--- config.mk ---
export PLATFORM = sky130hd
export DESIGN_NAME = string_to_integer_parser_unit
export DESIGN_NICKNAME = d
export VERILOG_FILES = /design/src/hw/rtl/stip_pkg.sv /design/src/hw/rtl/stip_step.sv /design/src/hw/rtl/stip_clamp.sv /design/src/hw/rtl/string_to_integer_parser_unit.sv
export SDC_FILE = /design/constraint.sdc
export NUM_CORES = 2
export LEC_CHECK = 0
export BUFFER_PORTS_ARGS = -buffer_cell sky130_fd_sc_hd__buf_2
export CORE_MARGIN = 2
export CORE_UTILIZATION = 65
export CTS_BUF_LIST = sky130_fd_sc_hd__clkbuf_8
export CTS_CLUSTER_SIZE = 28
export DETAILED_ROUTE_END_ITERATION = 16
export PLACE_DENSITY_LB_ADDON = 0.1
export SLEW_MARGIN = 20
export SYNTH_ARGS = -nofsm -noshare
export SYNTH_HDL_FRONTEND = slang
export SYNTH_HIERARCHICAL = 1
export SYNTH_SLANG_ARGS = --single-unit
--- constraint.sdc ---
create_clock -name clock -period 22.6 [get_ports clock]
set_input_delay 3.39 -clock clock [delete_from_list [all_inputs] [get_ports clock]]
set_output_delay 3.39 -clock clock [all_outputs]
set_load 0.05 [all_outputs]
--- src/hw/rtl/stip_pkg.sv ---
package stip_pkg;

   localparam int MAX_STRING_LEN_DEF = 4096;
   localparam int RESULT_WIDTH_DEF   = 64;

   localparam int VALUE_W = 64;
   localparam int BASE_W  = 6;
   localparam int CHAR_W  = 8;
   localparam int DIGIT_W = 6;

   localparam logic [BASE_W-1:0] BASE_RESET = 6'd10;
   localparam logic [BASE_W-1:0] BASE_MAX   = 6'd36;
   localparam logic [BASE_W-1:0] BASE_OCT   = 6'd8;
   localparam logic [BASE_W-1:0] BASE_DEC   = 6'd10;
   localparam logic [BASE_W-1:0] BASE_HEX   = 6'd16;
   localparam logic [BASE_W-1:0] BASE_ONE   = 6'd1;
   localparam logic [BASE_W-1:0] BASE_TWO   = 6'd2;
   localparam logic [BASE_W-1:0] BASE_AUTO  = 6'd0;

   localparam logic [CHAR_W-1:0] CH_SPACE = 8'h20;
   localparam logic [CHAR_W-1:0] CH_TAB   = 8'h09;
   localparam logic [CHAR_W-1:0] CH_CR    = 8'h0D;
   localparam logic [CHAR_W-1:0] CH_PLUS  = 8'h2B;
   localparam logic [CHAR_W-1:0] CH_MINUS = 8'h2D;
   localparam logic [CHAR_W-1:0] CH_ZERO  = 8'h30;
   localparam logic [CHAR_W-1:0] CH_NINE  = 8'h39;
   localparam logic [CHAR_W-1:0] CH_UP_A  = 8'h41;
   localparam logic [CHAR_W-1:0] CH_UP_Z  = 8'h5A;
   localparam logic [CHAR_W-1:0] CH_LO_A  = 8'h61;
   localparam logic [CHAR_W-1:0] CH_LO_Z  = 8'h7A;
   localparam logic [CHAR_W-1:0] CH_UP_X  = 8'h58;
   localparam logic [CHAR_W-1:0] CH_LO_X  = 8'h78;
   localparam logic [CHAR_W-1:0] CH_NUL   = 8'h00;

   localparam logic [DIGIT_W-1:0] DIGIT_NONE = 6'd63;

   localparam logic [0:0] CSR_NUMBER_BASE = 1'b0;
   localparam logic [0:0] CSR_RESULT_KIND = 1'b1;

   typedef enum logic [2:0] {
      PH_SPACE,
      PH_SIGNED,
      PH_ZERO,
      PH_HEXPFX,
      PH_DIGITS,
      PH_DONE,
      PH_BADBASE
   } phase_type;

   typedef enum logic [1:0] {
      ST_OK,
      ST_BAD_BASE,
      ST_NONE,
      ST_RANGE
   } status_type;

   // per-string parse state, carried between characters
   typedef struct packed {
      phase_type          phase;
      logic [VALUE_W-1:0] acc;
      logic               ovf;
      logic               is_negative;
      logic [BASE_W-1:0]  base;
      logic               any_digit;
   } state_type;

   // what the final character leaves for the clamp stage
   typedef struct packed {
      phase_type          phase;
      logic [VALUE_W-1:0] acc;
      logic               ovf;
      logic               is_negative;
      logic               any_digit;
      logic               unsigned_kind;
   } final_type;

   function automatic logic [DIGIT_W-1:0] digit_of(input logic [CHAR_W-1:0] c);
      logic [CHAR_W-1:0] t;
      t = CH_NUL;
      if (c >= CH_ZERO && c <= CH_NINE) begin
         t = c - CH_ZERO;
      end else if (c >= CH_UP_A && c <= CH_UP_Z) begin
         t = c - CH_UP_A + 8'd10;
      end else if (c >= CH_LO_A && c <= CH_LO_Z) begin
         t = c - CH_LO_A + 8'd10;
      end else begin
         t = CHAR_W'(DIGIT_NONE);
      end
      return t[DIGIT_W-1:0];
   endfunction

   function automatic logic is_space(input logic [CHAR_W-1:0] c);
      return (c == CH_SPACE) || (c >= CH_TAB && c <= CH_CR);
   endfunction

endpackage

--- src/hw/rtl/stip_step.sv ---
module stip_step #(
   parameter int MAX_STRING_LEN = stip_pkg::MAX_STRING_LEN_DEF,
   parameter int POS_W          = $clog2(MAX_STRING_LEN + 1)
) (
   input  stip_pkg::state_type              cur_st,
   input  logic [POS_W-1:0]                 cur_pos,
   input  logic [POS_W-1:0]                 cur_stop,
   input  logic [stip_pkg::CHAR_W-1:0]      char_code,
   input  logic [stip_pkg::BASE_W-1:0]      number_base,
   output stip_pkg::state_type              nxt_st,
   output logic [POS_W-1:0]                 nxt_pos,
   output logic [POS_W-1:0]                 nxt_stop
);

   localparam logic [POS_W-1:0] POS_LIMIT = POS_W'(MAX_STRING_LEN);
   localparam int PROD_W = stip_pkg::VALUE_W + stip_pkg::BASE_W;

   logic [stip_pkg::CHAR_W-1:0]  c;
   logic [stip_pkg::DIGIT_W-1:0] d;
   logic [stip_pkg::BASE_W-1:0]  eb;
   logic [stip_pkg::BASE_W-1:0]  db;
   logic [PROD_W-1:0]            prod;
   logic                         in_range;
   logic                         start;
   logic                         do_digit;

   // characters past the length limit behave as unconvertible
   assign in_range = cur_pos < POS_LIMIT;
   assign c        = in_range ? char_code : stip_pkg::CH_NUL;
   assign d        = stip_pkg::digit_of(c);
   assign nxt_pos  = in_range ? cur_pos + POS_W'(1) : cur_pos;

   always_comb begin
      nxt_st   = cur_st;
      nxt_stop = cur_stop;
      start    = 1'b0;
      do_digit = 1'b0;
      eb       = cur_st.base;

      // base is latched on the first character of each string
      if (cur_pos == '0 && cur_st.phase == stip_pkg::PH_SPACE) begin
         eb = number_base;
         if (number_base == stip_pkg::BASE_ONE || number_base > stip_pkg::BASE_MAX) begin
            nxt_st.phase = stip_pkg::PH_BADBASE;
         end
      end
      nxt_st.base = eb;
      db          = eb;

      case (nxt_st.phase)
         stip_pkg::PH_SPACE: begin
            if (stip_pkg::is_space(c)) begin
               nxt_st.phase = stip_pkg::PH_SPACE;
            end else if (c == stip_pkg::CH_PLUS) begin
               nxt_st.phase = stip_pkg::PH_SIGNED;
            end else if (c == stip_pkg::CH_MINUS) begin
               nxt_st.is_negative = 1'b1;
               nxt_st.phase       = stip_pkg::PH_SIGNED;
            end else begin
               start = 1'b1;
            end
         end
         stip_pkg::PH_SIGNED: begin
            start = 1'b1;
         end
         stip_pkg::PH_ZERO: begin
            if (c == stip_pkg::CH_LO_X || c == stip_pkg::CH_UP_X) begin
               nxt_st.base  = stip_pkg::BASE_HEX;
               nxt_st.phase = stip_pkg::PH_HEXPFX;
            end else begin
               if (eb == stip_pkg::BASE_AUTO) begin
                  db = stip_pkg::BASE_OCT;
               end
               nxt_st.base = db;
               do_digit    = 1'b1;
            end
         end
         stip_pkg::PH_HEXPFX, stip_pkg::PH_DIGITS: begin
            do_digit = 1'b1;
         end
         default: begin
         end
      endcase

      if (start) begin
         if (c == stip_pkg::CH_ZERO &&
             (eb == stip_pkg::BASE_AUTO || eb == stip_pkg::BASE_HEX)) begin
            // leading zero counts as a digit, may still turn into a 0x prefix
            nxt_st.any_digit = 1'b1;
            nxt_st.acc       = '0;
            nxt_stop         = cur_pos + POS_W'(1);
            nxt_st.phase     = stip_pkg::PH_ZERO;
         end else begin
            if (eb == stip_pkg::BASE_AUTO) begin
               db = stip_pkg::BASE_DEC;
            end
            nxt_st.base = db;
            do_digit    = 1'b1;
         end
      end

      prod = PROD_W'(cur_st.acc) * PROD_W'(db) + PROD_W'(d);

      if (do_digit) begin
         if (db >= stip_pkg::BASE_TWO && d < db) begin
            nxt_st.acc       = prod[stip_pkg::VALUE_W-1:0];
            nxt_st.ovf       = cur_st.ovf | (|prod[PROD_W-1:stip_pkg::VALUE_W]);
            nxt_st.any_digit = 1'b1;
            nxt_stop         = cur_pos + POS_W'(1);
            nxt_st.phase     = stip_pkg::PH_DIGITS;
         end else begin
            nxt_st.phase = stip_pkg::PH_DONE;
         end
      end
   end

endmodule

--- src/hw/rtl/stip_clamp.sv ---
module stip_clamp #(
   parameter int RESULT_WIDTH = stip_pkg::RESULT_WIDTH_DEF,
   parameter int POS_W        = 13
) (
   input  stip_pkg::final_type                fin,
   input  logic [POS_W-1:0]                   stop,
   output logic [stip_pkg::VALUE_W-1:0]       value,
   output stip_pkg::status_type               status,
   output logic [POS_W-1:0]                   end_offset
);

   localparam logic [stip_pkg::VALUE_W-1:0] UMAX =
      {stip_pkg::VALUE_W{1'b1}} >> (stip_pkg::VALUE_W - RESULT_WIDTH);
   localparam logic [stip_pkg::VALUE_W-1:0] SMAX = UMAX >> 1;

   always_comb begin
      value      = '0;
      status     = stip_pkg::ST_OK;
      end_offset = '0;
      if (fin.phase == stip_pkg::PH_BADBASE) begin
         status = stip_pkg::ST_BAD_BASE;
      end else if (!fin.any_digit) begin
         status = stip_pkg::ST_NONE;
      end else begin
         end_offset = stop;
         if (!fin.unsigned_kind) begin
            if (!fin.is_negative) begin
               if (fin.ovf || fin.acc > SMAX) begin
                  value  = SMAX;
                  status = stip_pkg::ST_RANGE;
               end else begin
                  value = fin.acc;
               end
            end else begin
               // ~SMAX is the most negative value, already sign-extended
               if (fin.ovf || fin.acc > SMAX + 64'd1) begin
                  value  = ~SMAX;
                  status = stip_pkg::ST_RANGE;
               end else begin
                  value = '0 - fin.acc;
               end
            end
         end else begin
            if (fin.is_negative) begin
               if (fin.ovf || fin.acc != '0) begin
                  status = stip_pkg::ST_RANGE;
               end
            end else if (fin.ovf || fin.acc > UMAX) begin
               value  = UMAX;
               status = stip_pkg::ST_RANGE;
            end else begin
               value = fin.acc;
            end
         end
      end
   end

endmodule

--- src/hw/rtl/string_to_integer_parser_unit.sv ---
// Streaming strtol/strtoul parser. Send one string byte per req transfer, with
// req_tlast on the final byte; that transfer yields exactly one rsp transfer and
// no other byte yields any. The unit takes one byte every cycle while the result
// side does not hold it back: each byte goes through an input register, a single
// step stage whose 64x6 multiply-add of the accumulator sets the cycle time, the
// snapshot register, and a clamp stage into the result register. Strings may
// follow each other with no gap. csr writes (index 0 number_base, index 1
// result_kind) must only be made while the unit holds no string in flight.
module string_to_integer_parser_unit #(
   parameter int MAX_STRING_LEN = stip_pkg::MAX_STRING_LEN_DEF,
   parameter int RESULT_WIDTH   = stip_pkg::RESULT_WIDTH_DEF,
   parameter int POS_W          = $clog2(MAX_STRING_LEN + 1),
   parameter int RSP_W          = ((stip_pkg::VALUE_W + 2 + POS_W + 7) / 8) * 8
) (
   input  logic                          clock,
   input  logic                          reset,
   input  logic                          req_tvalid,
   output logic                          req_tready,
   input  logic [7:0]                    req_tdata,   // [7:0] char_code
   input  logic                          req_tlast,
   output logic                          rsp_tvalid,
   input  logic                          rsp_tready,
   output logic [RSP_W-1:0]              rsp_tdata,   // value, status, end_offset
   input  logic                          csr_we,
   input  logic [0:0]                    csr_addr,
   input  logic [stip_pkg::BASE_W-1:0]   csr_wdata
);

   logic [stip_pkg::BASE_W-1:0] base_ff;
   logic                        kind_ff;

   logic                        in_valid_ff, in_valid_in;
   logic [stip_pkg::CHAR_W-1:0] in_char_ff;
   logic                        in_last_ff;

   stip_pkg::state_type         st_ff, st_in, step_st;
   logic [POS_W-1:0]            pos_ff, pos_in, step_pos;
   logic [POS_W-1:0]            stop_ff, stop_in, step_stop;

   logic                        snap_valid_ff, snap_valid_in;
   stip_pkg::final_type         snap_ff;
   logic [POS_W-1:0]            snap_stop_ff;

   logic                        rsp_valid_ff, rsp_valid_in;
   logic [stip_pkg::VALUE_W-1:0] rsp_value_ff, fin_value;
   stip_pkg::status_type        rsp_status_ff, fin_status;
   logic [POS_W-1:0]            rsp_end_ff, fin_end;

   logic                        out_free, snap_move, snap_free, step_go, step_fin;

   stip_pkg::state_type         st_clear;

   assign st_clear = '{phase: stip_pkg::PH_SPACE, acc: '0, ovf: 1'b0,
                       is_negative: 1'b0, base: '0, any_digit: 1'b0};

   // pipeline flow control
   assign out_free   = !rsp_valid_ff || rsp_tready;
   assign snap_move  = snap_valid_ff && out_free;
   assign snap_free  = !snap_valid_ff || snap_move;
   assign step_go    = in_valid_ff && (!in_last_ff || snap_free);
   assign step_fin   = step_go && in_last_ff;
   assign req_tready = !in_valid_ff || step_go;

   assign rsp_tvalid = rsp_valid_ff;
   assign rsp_tdata  = RSP_W'({rsp_end_ff, rsp_status_ff, rsp_value_ff});

   // configuration registers
   always_ff @(posedge clock) begin
      if (reset) begin
         base_ff <= stip_pkg::BASE_RESET;
         kind_ff <= 1'b0;
      end else if (csr_we) begin
         unique case (csr_addr)
            stip_pkg::CSR_NUMBER_BASE: base_ff <= csr_wdata;
            stip_pkg::CSR_RESULT_KIND: kind_ff <= csr_wdata[0];
            default: begin
            end
         endcase
      end
   end

   // input register
   assign in_valid_in = req_tready ? req_tvalid : in_valid_ff;

   always_ff @(posedge clock) begin
      if (reset) begin
         in_valid_ff <= 1'b0;
      end else begin
         in_valid_ff <= in_valid_in;
      end
   end

   always_ff @(posedge clock) begin
      if (req_tready) begin
         in_char_ff <= req_tdata;
         in_last_ff <= req_tlast;
      end
   end

   stip_step #(
      .MAX_STRING_LEN (MAX_STRING_LEN),
      .POS_W          (POS_W)
   ) u_step (
      .cur_st      (st_ff),
      .cur_pos     (pos_ff),
      .cur_stop    (stop_ff),
      .char_code   (in_char_ff),
      .number_base (base_ff),
      .nxt_st      (step_st),
      .nxt_pos     (step_pos),
      .nxt_stop    (step_stop)
   );

   // parse state returns to its clear value after each final byte
   always_comb begin
      st_in   = st_ff;
      pos_in  = pos_ff;
      stop_in = stop_ff;
      if (step_fin) begin
         st_in   = st_clear;
         pos_in  = '0;
         stop_in = '0;
      end else if (step_go) begin
         st_in   = step_st;
         pos_in  = step_pos;
         stop_in = step_stop;
      end
   end

   always_ff @(posedge clock) begin
      if (reset) begin
         st_ff   <= st_clear;
         pos_ff  <= '0;
         stop_ff <= '0;
      end else begin
         st_ff   <= st_in;
         pos_ff  <= pos_in;
         stop_ff <= stop_in;
      end
   end

   // snapshot of the finished string
   assign snap_valid_in = step_fin ? 1'b1 : (snap_move ? 1'b0 : snap_valid_ff);

   always_ff @(posedge clock) begin
      if (reset) begin
         snap_valid_ff <= 1'b0;
      end else begin
         snap_valid_ff <= snap_valid_in;
      end
   end

   always_ff @(posedge clock) begin
      if (step_fin) begin
         snap_ff <= '{phase: step_st.phase, acc: step_st.acc, ovf: step_st.ovf,
                      is_negative: step_st.is_negative,
                      any_digit: step_st.any_digit, unsigned_kind: kind_ff};
         snap_stop_ff <= step_stop;
      end
   end

   stip_clamp #(
      .RESULT_WIDTH (RESULT_WIDTH),
      .POS_W        (POS_W)
   ) u_clamp (
      .fin        (snap_ff),
      .stop       (snap_stop_ff),
      .value      (fin_value),
      .status     (fin_status),
      .end_offset (fin_end)
   );

   // result register
   assign rsp_valid_in = snap_move ? 1'b1 : (rsp_tready ? 1'b0 : rsp_valid_ff);

   always_ff @(posedge clock) begin
      if (reset) begin
         rsp_valid_ff <= 1'b0;
      end else begin
         rsp_valid_ff <= rsp_valid_in;
      end
   end

   always_ff @(posedge clock) begin
      if (snap_move) begin
         rsp_value_ff  <= fin_value;
         rsp_status_ff <= fin_status;
         rsp_end_ff    <= fin_end;
      end
   end

   // a finished string never lands on a snapshot that has not moved on
   a_snap_no_overwrite: assert property (@(posedge clock) disable iff (reset)
      snap_valid_ff && !snap_move |-> !step_fin)
      else $error("snapshot overwritten before transfer to result register");

   a_pos_bounded: assert property (@(posedge clock) disable iff (reset)
      pos_ff <= POS_W'(MAX_STRING_LEN) && stop_ff <= pos_ff)
      else $error("position counter out of range");

   a_clear_after_last: assert property (@(posedge clock) disable iff (reset)
      step_fin |=> pos_ff == '0 && st_ff.phase == stip_pkg::PH_SPACE && !st_ff.any_digit)
      else $error("parse state not cleared after final byte");

   a_bad_base_result: assert property (@(posedge clock) disable iff (reset)
      rsp_valid_ff && (rsp_status_ff == stip_pkg::ST_BAD_BASE ||
                       rsp_status_ff == stip_pkg::ST_NONE)
      |-> rsp_value_ff == '0 && rsp_end_ff == '0)
      else $error("failed conversion with nonzero value or offset");

endmodule

After elaboration in Yosys (flattened, before gate mapping)
Cells that the tools add are included.
- add/sub/neg operators: 8
- multipliers: 1
- magnitude comparators: 15
- equality and inequality tests: 13
- multiplexer cells: 64
- bitwise gates (word level): 3
- reductions and logical operators: 40
- operators by type and width (operator ; count):
    $mux 64 ; 6
    $mux 67 ; 2
    $gt 64x64->1 const B ; 2
    $mux 6 ; 13
    $add 70x6->70 ; 1
    $mul 64x6->70 ; 1
    $mux 68 ; 1
    $mux 65 ; 1
    $gt 64x63->1 const B ; 1
    $reduce_bool 64->1 ; 1
    $sub 1x64->64 const A ; 1
    $mux 13 ; 4
    $eq 8x6->1 const B ; 4
    $mux 1 ; 18
    $mux 3 ; 6
    $eq 8x7->1 const B ; 2
    $ge 8x7->1 const B ; 2
    $le 8x7->1 const B ; 2
    $mux 2 ; 8
    $add 13x1->13 const B ; 1
    $logic_not 13->1 ; 1
    $lt 13x13->1 const B ; 1
    $add 6x4->6 const B ; 2
    $logic_or 1x1->1 ; 12
    28 further kinds ; 51
- register bits after elaboration: 284
- output and inout port bits: 82
- word-level logic and storage cells: 169

Depth between registers and ports, before layout
- word-level depth: 16
- mapped depth: 34

Cells and area by module
Netlist, hierarchy kept.
- by module, submodules not included (module ; instances ; cells an instance ; area each (um^2) ; seq. area each (um^2)):
    stip_step ; 1 ; 1716 ; 14979.4 ; 0.0
    string_to_integer_parser_unit ; 1 ; 444 ; 8630.8 ; 7407.1
    stip_clamp ; 1 ; 449 ; 2588.7 ; 0.0

Worst setup path before layout
Ideal clock, no wire load.
- path type: input to register
- from: input port rsp_tready
- to: register rsp_end_ff[0] (enable)
- arrival time: 9.161 ns
- slack: 12.802 ns
- cell stages on the path: 2
- cell sequence: inv_1 > a21boi_0
- cells in the longest elaborated chain, start to end: 2
- ends and longest elaborated chain (element ; line ; source):
    start, declared ; string_to_integer_parser_unit.sv:22 ; input logic rsp_tready,
    $logic_or 1x1->1 ; string_to_integer_parser_unit.sv:57 ; assign out_free = !rsp_valid_ff || rsp_tready;
    $logic_and 1x1->1 ; string_to_integer_parser_unit.sv:58 ; assign snap_move = snap_valid_ff && out_free;
    end signal, assigned ; string_to_integer_parser_unit.sv:188 ; rsp_end_ff <= fin_end;
    end, declared ; string_to_integer_parser_unit.sv:47 ; logic [POS_W-1:0] rsp_end_ff, fin_end;
No other way between the ends.
A chain may end at the register's enable or synchronous reset.

==> impl_metrics.tcl <==
set metrics [dict create \
    ir_worst_vdd_mv 0.05148 \
    worstHoldStart "st_ff[0]" \
    path_clk_slew_ps 70 \
    core-area_um2 39730 \
    routedWlPerCell_um 22.21 \
    nFillCells 2990 \
    arrival_ps 10670 \
    io_buffers 101 \
    dpl.hpwl_um 52800 \
    postSynth.asyncResetShare 0 \
    grt_usage 0.3472 \
    rrSetupSlack_ps 12470 \
    placed_cells 3115 \
    synth-main-ff-cell "edfxtp_1" \
    r2r_start "pos_ff[12]" \
    max_freq_mhz 98.68 \
    netlist_instances 2609 \
    grt_overflow 0 \
    grt_max_degree 80 \
    post-route-util 0.7078 \
    synth_area_leaders "edfxtp_1 20%, fa_1 19%, dfxtp_1 8.6%" \
    slew_headroom 0.3011 \
    final_common_cell "nor2b_1" \
    layout_common_cells "324 x nor2b_1, 252 x fa_1, 172 x edfxtp_1, 165 x a22o_1, 162 x ha_1" \
    final_hold_viol_count 0 \
    pin_count 103 \
    hold_ws_ps 473.9 \
    cts_setup_buffers 0 \
    yosys.area.top_type_share 0.1971 \
    synth_warnings 6 \
    clockBufferDepth 3 \
    clk-insertion-delay-late_ps 640 \
    min_to "st_ff[0]" \
    hold_path_depth 1 \
    drive_gt1_frac 0.09189 \
    avgViaCountPerCell 6.580 \
    drtIter0Drc 1825 \
    rsz0062_at_grt "false" \
    worst_pin_slew_ps 1040 \
    yosysTopAreaCell "edfxtp_1" \
    htreeDepth 2 \
    wirelength_um 71170 \
    antenna_left 0 \
    ys_ff_latch 284 \
    chipWidth_um 204.8 \
    endpoint_kind "register" \
    syn_area_per_cell_um2 10.04 \
    drc_errors 0 \
    postCtsHoldBufs 0 \
    initial_core_util 0.6594 \
    die-area_um2 41930 \
    period_minus_slack_ps 10130 \
    r2r-end "st_ff[8]" \
    leakagePower_nw 12.46 \
    power_density_nw_per_um2 43.66 \
    num_rows 73 \
    gp_congestion 0.9425 \
    crit_top_cell "fa_1" \
    timing.final.crit_share 0.4484 \
    grt_pass1_vias 20627 \
    syn_nets 3044 \
    cts_tree "built" \
    cp_slowest_cell "nor2_4" \
    slowest_delay_ps 760 \
    synth_edf_count 172 \
    status "finished, final reports clean" \
    finClkSkew_ps 25.06 \
    final-setup-viol-count 0 \
    antenna_found_initial 0 \
    fin_setup_tns_ps 0 \
    ys_types 86 \
    drv_slew 0 \
    drt-pass1-iter-count 6 \
    final_nets 3074 \
    startpoint_type "register" \
    post_cts_resized 0 \
    die_y_um 204.8 \
    synth_area_um2 26200 \
    hold_path.class "register to register" \
    detailroute.via_count 21083 \
    root_buffer "clkbuf_8" \
    final_cell_count_no_fill 3204 \
    crit_type "register to register" \
    cts_buffers 47 \
    area_growth_pct 7.340 \
    worstRegToRegCells 26 \
    maxCapViolCount 0 \
    cts.sinks 284 \
    seq_area_frac_synth 0.2827 \
    worstPathMaxFanout 69 \
    grt_pass1_wl_um 113800 \
    crit_required_ps 23130 \
]
[worst max-delay path: cells and delay by family (launching register included)]
kind            cells  cell delay [ps]
xor+xnor            1              170
fa+ha+maj           5             2200
compound gates      9             2400
buf+inv             2             1260
flops               1              540
simple gates        8             3040
mux                 1              330
[sequential cells by signal, indices dropped and copies added, names as in the netlist]
name,flops
in_char_ff,8
in_last_ff,1
snap_ff,71
snap_valid_ff,1
snap_stop_ff,13
kind_ff,1
pos_ff,13
rsp_status_ff,2
base_ff,6
rsp_value_ff,64
st_ff,76
in_valid_ff,1
rsp_tvalid,1
stop_ff,13
rsp_end_ff,13
[power by group]
part	internal, mW	switching (mW)
clock	0.290	0.232
combinational	0.0335	0.107
sequential	0.557	0.00870
[per-stage QoR]
stage	setup WS [ps]	cell area (µm²)	total power, mW
2_1_floorplan	12800	26200	0.6687
3_3_place_gp	13130	27030	0.7085
3_5_place_dp	12770	27030	0.7123
4_1_cts	12720	28120	1.232
5_1_grt	12050	28120	1.264
6_report	12470	28120	1.228
[cell usage after synthesis (47+ instances only)]
cell type and number:
and2_1 70, fa_1 252, dfxtp_1 112, edfxtp_1 172, ha_1 162, xnor2_1 47, nand3_1 60, nor2b_1 324
inv_1 75, clkbuf_1 109, o21ai_0 113, nor3_1 59, a21oi_1 143, a22o_1 166, nand2_1 114, nor2_1 110
[worst max path at each step]
| stage | startpoint | end | slack (ps) |
|---|---|---|---|
| 4_1_cts | pos_ff[12] | st_ff[8] | 12720 |
| 3_5_place_dp | pos_ff[12] | st_ff[8] | 12770 |
| 2_1_floorplan | rsp_tready | rsp_end_ff[0] | 12800 |
| 5_1_grt | pos_ff[12] | st_ff[8] | 12050 |
| 3_3_place_gp | pos_ff[12] | st_ff[8] | 13130 |
| 6_report | pos_ff[12] | st_ff[8] | 12470 |
[layout make-up]
| type | count | area [µm²] | share of cell area |
|---|---|---|---|
| multi-input cells | 2104 | 17990 | 0.6397 |
| well taps | 525 | 656.9 | 0.02336 |
| flip-flops and latches | 284 | 7407 | 0.2634 |
| repair buffers | 126 | 693.2 | 0.02465 |
| diodes | 2 | 5.005 | 0.0001780 |
| inverters | 76 | 285.3 | 0.01014 |
| clock inverters | 34 | 355.3 | 0.01264 |
| clock buffers | 53 | 729.5 | 0.02594 |
[metal layers]
metal | part of all wire | vias up | track usage
li1 | - | 9472 | -
met1 | 0.43 | 10428 | 0.4968
met2 | 0.44 | 1024 | 0.5212
met3 | 0.099 | 159 | 0.08654
met4 | 0.029 | 0 | 0.1079
met5 | 0 | - | 0
[kinds of logic (layout without fill, tap and decap cells)]
kind of cell	count (synthesis)	in the layout	share of synthesized area
mux	24	24	0.009838
xor+xnor	91	91	0.03042
simple gates	948	948	0.2045
buf+inv	221	289	0.03529
other cells	1	3	0.0001431
compound gates	626	626	0.1671
fa+ha+maj	414	414	0.2699
flops	284	284	0.2827
Power figures use the tool's default switching activity.
